===== src/design/tphi_pkg.sv =====
// ---------------------------------------------------------------------------
// tphi_pkg
// Shared types and constants for the timestamped position history block.
// ---------------------------------------------------------------------------
`default_nettype none

package tphi_pkg;

    localparam int HIST_DEPTH = 32;
    localparam int IDX_W      = $clog2(HIST_DEPTH);
    localparam int CNT_W      = IDX_W + 1;
    localparam int STAMP_W    = 48;
    localparam int POS_W      = 24;
    localparam int FRAC_BITS  = 16;
    localparam int FRAC_W     = FRAC_BITS + 1;
    localparam int MIN_SAMPLES = 2;

    localparam logic MODE_RECORD = 1'b0;
    localparam logic MODE_QUERY  = 1'b1;

    typedef struct packed {
        logic                    mode;
        logic [STAMP_W-1:0]      stamp_ms;
        logic signed [POS_W-1:0] pos_x;
        logic signed [POS_W-1:0] pos_z;
    } item_t;

    typedef struct packed {
        logic                    found;
        logic signed [POS_W-1:0] out_x;
        logic signed [POS_W-1:0] out_z;
    } result_t;

    typedef struct packed {
        logic [STAMP_W-1:0]      stamp;
        logic signed [POS_W-1:0] x;
        logic signed [POS_W-1:0] z;
    } sample_t;

    localparam int SAMPLE_W = $bits(sample_t);

    // queue entry: classified item
    typedef struct packed {
        logic  is_query;
        item_t item;
    } work_t;

endpackage

`default_nettype wire


===== src/design/tphi_front.sv =====
// ---------------------------------------------------------------------------
// tphi_front
// Input side: takes items, tags them record or query, and holds them in a
// two-entry queue for the back end.
// ---------------------------------------------------------------------------
`default_nettype none

module tphi_front
    import tphi_pkg::*;
(
    input  wire logic  clk,
    input  wire logic  rst_n,
    input  wire logic  item_valid,
    output      logic  item_stall,
    input  wire item_t item,
    output      logic  work_valid,
    output      work_t work,
    input  wire logic  work_pop
);

    work_t      q_reg [2];
    logic       wr_ptr_reg, wr_ptr_next;
    logic       rd_ptr_reg, rd_ptr_next;
    logic [1:0] cnt_reg, cnt_next;
    logic       push, pop;
    work_t      entry;

    assign item_stall = (cnt_reg == 2'd2);
    assign push       = item_valid && !item_stall;
    assign pop        = work_pop && work_valid;
    assign work_valid = (cnt_reg != 2'd0);
    assign work       = q_reg[rd_ptr_reg];

    // classify
    always_comb
    begin
        entry.item     = item;
        entry.is_query = (item.mode == MODE_QUERY);
    end

    // pointers and fill
    always_comb
    begin
        wr_ptr_next = push ? ~wr_ptr_reg : wr_ptr_reg;
        rd_ptr_next = pop ? ~rd_ptr_reg : rd_ptr_reg;
        cnt_next    = cnt_reg + {1'b0, push} - {1'b0, pop};
    end

    always_ff @(posedge clk or negedge rst_n)
    begin
        if (!rst_n)
        begin
            wr_ptr_reg <= 1'b0;
            rd_ptr_reg <= 1'b0;
            cnt_reg    <= 2'd0;
        end
        else
        begin
            wr_ptr_reg <= wr_ptr_next;
            rd_ptr_reg <= rd_ptr_next;
            cnt_reg    <= cnt_next;
        end
    end

    // payload storage
    always_ff @(posedge clk)
    begin
        if (push)
        begin
            q_reg[wr_ptr_reg] <= entry;
        end
    end

endmodule

`default_nettype wire


===== config.mk =====
export PLATFORM = sky130hd
export DESIGN_NAME = tphi_front
export DESIGN_NICKNAME = d
export VERILOG_FILES = /design/src/design/tphi_pkg.sv /design/src/design/tphi_front.sv
export SDC_FILE = /design/constraint.sdc
export NUM_CORES = 1
export LEC_CHECK = 0
export ABC_AREA = 1
export BUFFER_PORTS_ARGS = -buffer_cell sky130_fd_sc_hd__buf_4
export CORE_MARGIN = 10
export CORE_UTILIZATION = 30
export CTS_BUF_LIST = sky130_fd_sc_hd__clkbuf_2
export CTS_CLUSTER_DIAMETER = 50
export DETAILED_ROUTE_END_ITERATION = 12
export PLACE_DENSITY = 0.59
export SLEW_MARGIN = 25
export SYNTH_ARGS = -nofsm -noshare
export SYNTH_HDL_FRONTEND = slang
export SYNTH_SLANG_ARGS = --single-unit

===== constraint.sdc =====
create_clock -name clk -period 7.8 [get_ports clk]
set_clock_uncertainty 0.1 [all_clocks]
set_input_delay 1.17 -clock clk [delete_from_list [all_inputs] [get_ports clk]]
set_output_delay 1.17 -clock clk [all_outputs]
set_load 0.02 [all_outputs]

==> qor.yml <==
ys_types: 11
portBuffers: 200
min_period_over_period_pct: 49.8
avgRoutedWirePerCell_um: 16.2
r2r_setup_slack_ps: 5280
fin_crit_ps: 3890
crit_arrival_ps: 2620
clk_latency_ps: 730
drive_above_1_share_pct: 31.8
outcome: "finished, final reports clean"
report.final.hold_viol_count: 0
die_h_um: 176
p_total_uw: 3500
rows: 56
maxCapViolations: 0
syn-num-nets: 643
hp-class: "register to register"
worst-path-buf-inv: 2
min_path_cells: 2
mostFrequentLayoutCell: "nand2_1"
grt_pass1_wl_mm: 26.2
cts_sinks: 198
grt_pass1_vias: 4488
clk_pin_slew_ps: 280
antenna_found_initial: 1
cpPeakStageDelay_ps: 840
place_congestion: 0.692
setup_viol: 0
grt_usage_pct: 10.9
rr_startpoint: "cnt_reg[1]"
setup.worst_path.class: "register to output pin"
tightest_slew_ps: 762
vdd_drop_max_mv: 0.157
rr_worst_depth: 5
drtPass1Iterations: 5
crit_family: "flip-flops"
cp_max_fo: 54
syn_area_um2: 7290
relSlewSlack_pct: 49.2
via_per_inst: 4.19
hold_path.startpoint: "wr_ptr_reg"
r2r-end: "q_reg[1][51]"
grt_max_degree: 99
tns_ps: 0
cts_buffers: 17
cts.repair.resized: 0
critPathLaunchType: "register"
num_vias: 4501
p_leak_uw: 0.00396
crit_required_ps: 6530
crit_chain: "buf_4 -> nand2_1 -> nand2_1 -> buf_4"
ys_seq_elements: 198
syn_inst: 540
cp_slowest_cell: "dfrtp_4"
rsz0062_at_grt: "false"
ios: 201
largest_register_ffs: 194
clockBufferDepth: 2
whs_endpoint: "wr_ptr_reg"
drc: 0
end_kind: "output pin"
core_um2: 23700
cts_max_level: 4
syn2layout_area_growth_pct: 28.3
place_hpwl_mm: 11.3
fmax_mhz: 257
layout_common_cells: "304 x nand2_1, 204 x buf_4, 194 x edfxtp_1"
overflow: 0
syn_area_per_cell_um2: 13.5
die_width_um: 176
antenna_left: 0
start_util_pct: 30.8
pwr_density_cell_nw_per_um2: 374
routed_wl_mm: 17.4
seq_area_frac_synth_pct: 81.3
cts_setup_buffers: 0
cts_tree: "done"
drtIter0Drc: 234
die_area_um2: 30900
nets: 845
drv_slew: 0
synth_warnings: 0
cts-root-buf: "clkbuf_2"
[how the worst max path moves through the flow]
stage,cells after the start,to,start,slack (ps)
2_1_floorplan,2,q_reg[1][0],item_valid,1850
3_3_place_gp,4,work[14],rd_ptr_reg,4460
3_5_place_dp,5,q_reg[1][95],item_valid,4490
4_1_cts,4,work[14],rd_ptr_reg,3720
5_1_grt,4,work[14],rd_ptr_reg,3610
6_report,4,work[14],rd_ptr_reg,3910
[synth_stat cells]
library cell | number | area (µm²)
buf_2 | 14 | 70.1
buf_4 | 5 | 37.5
buf_6 | 3 | 33.8
dfrtp_1 | 4 | 100
edfxtp_1 | 194 | 5830
ha_1 | 2 | 25.0
inv_1 | 9 | 33.8
inv_4 | 1 | 6.26
nand2_1 | 304 | 1140
nand3_1 | 3 | 15.0
nor2_1 | 1 | 3.75
[logic make-up (layout without fill, tap and decap cells)]
| kind of cell | after synthesis | after routing | share of synthesized area [%] |
|---|---|---|---|
| DFF | 198 | 198 | 81.3 |
| adders and majority gates | 2 | 2 | 0.343 |
| and+or+nand+nor | 308 | 308 | 15.9 |
| buffers and inverters | 32 | 247 | 2.49 |
| other | 0 | 1 | 0 |
[cell type report]
class	count	area [µm²]
Antenna cell	1	2.50
Clock buffer	17	85.1
Clock inverter	15	163
Fill cell	2266	14300
Inverter	10	45.0
Multi-Input combinational cell	310	1190
Sequential cell	198	5930
Tap cell	319	399
Timing Repair Buffer	205	1540
[power by group]
group	total (µW)	internal, µW	switching, µW
clock	515	133	382
sequential	1540	1450	88.8
combinational	1450	497	950
total	3500	2080	1420
[worst reg2reg max path, stage by stage, from the launching register on]
cell and delay [ps]:
dfrtp_1 460, nand2_1 110, nand2_1 130, nor2_4 90, buf_4 540, buf_4 740
[metrics by stage]
step | utilization (%) | std cells | area, µm² | hold slack (ps) | setup WS, ps
after global placement | 38.4 | 1041 | 9090 | 363 | 4460
final | 39.5 | 1075 | 9360 | 413 | 3910
after global routing | 39.5 | 1075 | 9360 | 327 | 3610
after CTS | 39.5 | 1074 | 9360 | 344 | 3720
after detailed placement | 38.4 | 1041 | 9100 | 363 | 4490
after floorplan | - | 540 | 7290 | 342 | 1850
[metal layers]
metal | track usage [%] | routed length [µm] | vias to the layer above
met5 | 0 | 0 | -
met4 | 3.50 | 153 | 0
met3 | 5.45 | 1840 | 11
met2 | 16.8 | 7910 | 170
met1 | 13.1 | 7470 | 2105
li1 | - | - | 2215
[timing repair]
item / in CTS / in global routing
setup endpoints to repair: 0 / 0
endpoints found under the hold margin: 4 / 0
hold buffers: 1 / 0
Power figures use the tool's default switching activity.
